$ cat src/design/lbpr_pkg.sv
// Package for the longest balanced parenthesis run core.
// Holds the payload structs, the internal operation type and shared constants.
// No dependencies.
package lbpr_pkg;

    localparam int POS_W           = 16;
    localparam int DEF_STACK_DEPTH = 1024;
    localparam int DEF_MAX_LEN     = 65535;
    localparam int Q_DEPTH         = 2;
    localparam int Q_PW            = $clog2(Q_DEPTH);
    localparam int Q_CW            = $clog2(Q_DEPTH + 1);

    localparam logic [7:0] OPEN_SYMBOL = 8'h28;

    typedef struct packed {
        logic [7:0] symbol;
        logic       last;
    } item_t;

    typedef struct packed {
        logic [15:0] best_length;
        logic        end_of_string;
        logic        error;
    } result_t;

    // Classified character as it travels from the front to the back part.
    typedef struct packed {
        logic is_open;
        logic last;
    } op_t;

endpackage

$ cat src/design/lbpr_front.sv
// Front part: accepts characters, classifies them as open or close and
// queues them for the back part. Depends on lbpr_pkg.
module lbpr_front
    import lbpr_pkg::*;
(
    input  logic  clk,
    input  logic  rst_n,
    input  logic  item_valid,
    output logic  item_stall,
    input  item_t item,
    output logic  op_valid,
    input  logic  op_pop,
    output op_t   op
);

    op_t              queue_reg [Q_DEPTH];
    logic [Q_PW-1:0]  wr_ptr_reg;
    logic [Q_PW-1:0]  rd_ptr_reg;
    logic [Q_CW-1:0]  count_reg;
    logic             push;
    logic             pop;

    assign item_stall = (count_reg == Q_CW'(Q_DEPTH));
    assign push       = item_valid && !item_stall;
    assign op_valid   = (count_reg != '0);
    assign pop        = op_pop && op_valid;
    assign op         = queue_reg[rd_ptr_reg];

    always_ff @(posedge clk)
    begin
        if (push)
        begin
            queue_reg[wr_ptr_reg].is_open <= (item.symbol == OPEN_SYMBOL);
            queue_reg[wr_ptr_reg].last    <= item.last;
        end
    end

    always_ff @(posedge clk or negedge rst_n)
    begin
        if (!rst_n)
        begin
            wr_ptr_reg <= '0;
            rd_ptr_reg <= '0;
            count_reg  <= '0;
        end
        else
        begin
            if (push)
            begin
                wr_ptr_reg <= (wr_ptr_reg == Q_PW'(Q_DEPTH - 1)) ? '0 : wr_ptr_reg + 1'b1;
            end
            if (pop)
            begin
                rd_ptr_reg <= (rd_ptr_reg == Q_PW'(Q_DEPTH - 1)) ? '0 : rd_ptr_reg + 1'b1;
            end
            if (push && !pop)
            begin
                count_reg <= count_reg + 1'b1;
            end
            else if (pop && !push)
            begin
                count_reg <= count_reg - 1'b1;
            end
        end
    end

endmodule

$ cat config.mk
export PLATFORM = sky130hd
export DESIGN_NAME = lbpr_front
export DESIGN_NICKNAME = d
export VERILOG_FILES = /design/src/design/lbpr_pkg.sv /design/src/design/lbpr_front.sv
export SDC_FILE = /design/constraint.sdc
export NUM_CORES = 1
export LEC_CHECK = 0
export BUFFER_PORTS_ARGS = -buffer_cell sky130_fd_sc_hd__buf_2
export CORE_AREA = 2 2 39 41
export CTS_BUF_LIST = sky130_fd_sc_hd__clkbuf_16
export DETAILED_ROUTE_END_ITERATION = 12
export DIE_AREA = 0 0 41 43
export GPL_TIMING_DRIVEN = 0
export PLACE_DENSITY_LB_ADDON = 0.3
export SYNTH_ARGS = -nofsm -noshare
export SYNTH_HDL_FRONTEND = slang
export SYNTH_SLANG_ARGS = --single-unit
$ cat constraint.sdc
create_clock -name clk -period 2.1 [get_ports clk]
set_input_delay 0.315 -clock clk [delete_from_list [all_inputs] [get_ports clk]]
set_output_delay 0.315 -clock clk [all_outputs]
set_load 0.05 [all_outputs]
==> impl_metrics.py <==
metrics = {
    "floorplanning": {
        "fp.coreArea_um2": 1380,
        "die_area_um2": 1760,
        "die_extent_in_y_um": 43,
        "placement_rows": 14,
        "floorplan.die.width_um": 41,
        "initial_core_utilization_pct": 26.6,
        "design.portCount": 17,
    },
    "sta": {
        "fin_ws_ns": 0.619,
        "unrepaired_setup_endpoints_after_global_routing": "false",
        "period_minus_slack_ns": 1.48,
        "fin_worst_skew_ns": 0.00159,
        "timing_worst_slew_pin_value_ns": 0.223,
        "pins_over_their_slew_limit": 0,
        "finalSetupViolations": 0,
        "fmax_mhz": 675,
        "report.final.hold_viol_count": 0,
        "slew_headroom_pct": 85.0,
        "fin_crit_sh_pct": 70.5,
        "finalSetupTns_ns": 0,
    },
    "pwr": {
        "peakVddDrop_mv": 0.576,
        "power_density_nw_per_um2": 1710,
        "clock_power_share_pct": 33.4,
        "swShare_pct": 35.6,
        "p_int_w": 0.000615,
        "combPwrFrac_pct": 37.7,
        "post-layout-total-power_w": 0.000955,
        "power_frac_seq_pct": 28.9,
        "static_power_due_to_leakage_nw": 0.272,
        "total_switching_power_w": 0.000340,
    },
    "clock_tree": {
        "clk_pin_slew_worst_paths_ns": 0.04,
        "root_buffer_master": "clkbuf_16",
        "cts.sink_count": 8,
        "cts-htree-levels": 1,
        "cts.repair_timing.setup_buffer_count": 0,
        "cts_made_buffers": 3,
        "max-clock-path-buffers": 2,
        "insertion_delay_of_the_later_clocked_pin_in_the_worst_skew_pair_ns": 0.23,
        "tritoncts": "built",
    },
    "place": {
        "gp_congestion": 0.665,
        "dp.final_hpwl_um": 453,
        "buffer_ports.inserted": 16,
        "place_worst_setup_slack_ns": 0.618,
    },
    "critical_path": {
        "critPathMaxFanout": 3,
        "critical_path.startpoint_type": "flip-flop",
        "timing_worst_setup_path_type": "flip-flop to output port",
        "critPathRequiredTime_ns": 1.78,
        "data_arrival_time_of_the_worst_path_ns": 1.17,
        "worstSetupEndpointType": "output port",
    },
    "synthesis": {
        "synth-warning-count": 0,
        "yosys-top-cells-area": "edfxtp_1, dfrtp_1, xnor2_1",
        "post_synth_num_cell_types": 15,
        "ys_ff_latch": 8,
        "netlist_area_um2": 368,
        "top_area_cell_type_share_of_the_netlist_area_pct": 32.7,
        "syn_inst": 28,
        "syn_nets": 42,
        "synth_top_area_cell": "edfxtp_1",
        "syn_avg_cell_area_um2": 13.1,
        "synth_sequential_area_ratio_pct": 59.9,
    },
    "layout": {
        "fillCellCount": 135,
        "utilization_pct": 40.2,
        "area_grow_syn2layout_pct": 51.4,
        "drive_above_1_share_pct": 46.9,
        "largest_register_ff_count": 4,
        "num_antenna_cells": 0,
        "multi_input_combinational_cell_area_um2": 140,
        "layout.area.seq_um2": 220,
        "layout.nets": 64,
    },
    "route": {
        "post_drt_via_cell_ratio": 3.74,
        "drt_drc_violations_left": 0,
        "detail_route.iter0.violations": 4,
        "drt.antenna.violating_nets": 0,
        "drt-wirelength-per-cell_um": 8.95,
        "number_of_detailed_routing_iterations_run_before_antenna_repair": 2,
        "drt-total-wl_um": 582,
        "dr_total_vias": 243,
    },
    "worst_hold_path": {
        "hold_path.class": "input pin to flip-flop",
    },
    "global_routing": {
        "grt_first_pass_wirelength_um": 972,
        "number_of_antenna_violations_at_the_first_check_in_global_routing": 0,
        "vias_in_the_first_global_route": 247,
        "grt_usage_pct": 8.85,
        "grt_overflow_total": 0,
        "pin_count_of_the_biggest_net_entering_global_routing": 6,
    },
    "run": {
        "timing.max_cap.violations": 0,
    },
    "outcome": {
        "status": "finished clean",
    },
}
## cell type report
cell class	instances	share of cell area, %
Inverter	2	1.35
Timing Repair Buffer	17	16.2
Sequential cell	8	39.6
Tap cell	16	3.60
Clock inverter	1	0.674
Clock buffer	3	13.5
Multi-Input combinational cell	18	25.2
## what timing repair did
item / 4_1_cts / 5_1_grt
resized for setup: 0 / 0
endpoints found under the hold margin: 4 / 0
hold buffers: 1 / 0
## power by group through the flow
stage	clock (W)	combinational (W)	sequential, W
2_1_floorplan	0	0.000302	0.000267
3_3_place_gp	0	0.000361	0.000278
3_5_place_dp	0	0.000362	0.000279
4_1_cts	0.000324	0.000365	0.000277
5_1_grt	0.000328	0.000393	0.000286
6_report	0.000319	0.000360	0.000276
## layout by cell type (no fill, tap or decap)
cell,Yosys,routed
nand2_2,1,1
xnor2_1,3,3
nand2_1,1,1
clkbuf_16,0,3
ha_1,1,1
and4b_1,1,1
nor4b_1,1,1
buf_2,0,16
xor2_1,2,2
inv_1,2,3
nand2b_1,1,1
or2_4,1,1
edfxtp_1,4,4
nor2_1,3,3
mux2_2,2,2
and3_1,1,1
dlygate4sd3_1,0,1
dfrtp_1,4,4
## worst max-delay path, cell delays in order (launching register included)
cell and delay [ns]:
dfrtp_1 0.39, mux2_2 0.34, buf_2 0.21
## worst paths after layout
check,from,end,slack [ns],cells past startpoint
setup reg to reg,count_reg[0],count_reg[1],0.62,6
setup / recovery,rd_ptr_reg,op[0],0.62,2
hold reg to reg,count_reg[1],count_reg[1],0.50,1
max in group asynchronous,rst_n,wr_ptr_reg,1.56,2
hold / removal,item[0],queue_reg[0][0],0.28,1
min in group asynchronous,rst_n,count_reg[1],0.42,2
## cell usage after synthesis, drive strengths merged
master and n:
dfrtp 4, edfxtp 4, nor2 3, xnor2 3, inv 2, mux2 2
nand2 2, xor2 2, and3 1, and4b 1, ha 1, nand2b 1
nor4b 1, or2 1
## cell families (layout without fill, tap and decap cells)
family / count (synthesis) / in the layout / synth area share (%)
fa+ha+maj: 1 / 1 / 3.40
flops: 8 / 8 / 59.9
buf+inv: 2 / 23 / 2.04
simple gates: 10 / 10 / 16.7
mux: 2 / 2 / 6.12
xor+xnor: 5 / 5 / 11.9
## metrics by stage
step | instances | instance area, um^2 | hold WS [ns]
floorplan | 28 | 368 | 0.0194
global route | 65 | 557 | 0.282
detailed placement | 60 | 468 | 0.122
CTS | 65 | 557 | 0.277
finish | 65 | 557 | 0.278
global placement | 60 | 468 | 0.123
## routing by layer
| layer | vias up | global-route usage, % | part of all wire [%] | routed length (um) |
|---|---|---|---|---|
| li1 | 135 | - | - | - |
| met1 | 100 | 11.7 | 49 | 287 |
| met2 | 8 | 9.69 | 45 | 264 |
| met3 | 0 | 3.14 | 5.0 | 29 |
| met4 | 0 | 10.0 | 0 | 0 |
| met5 | - | 0 | 0 | 0 |
Note: power is estimated with default switching activity, not from simulation.
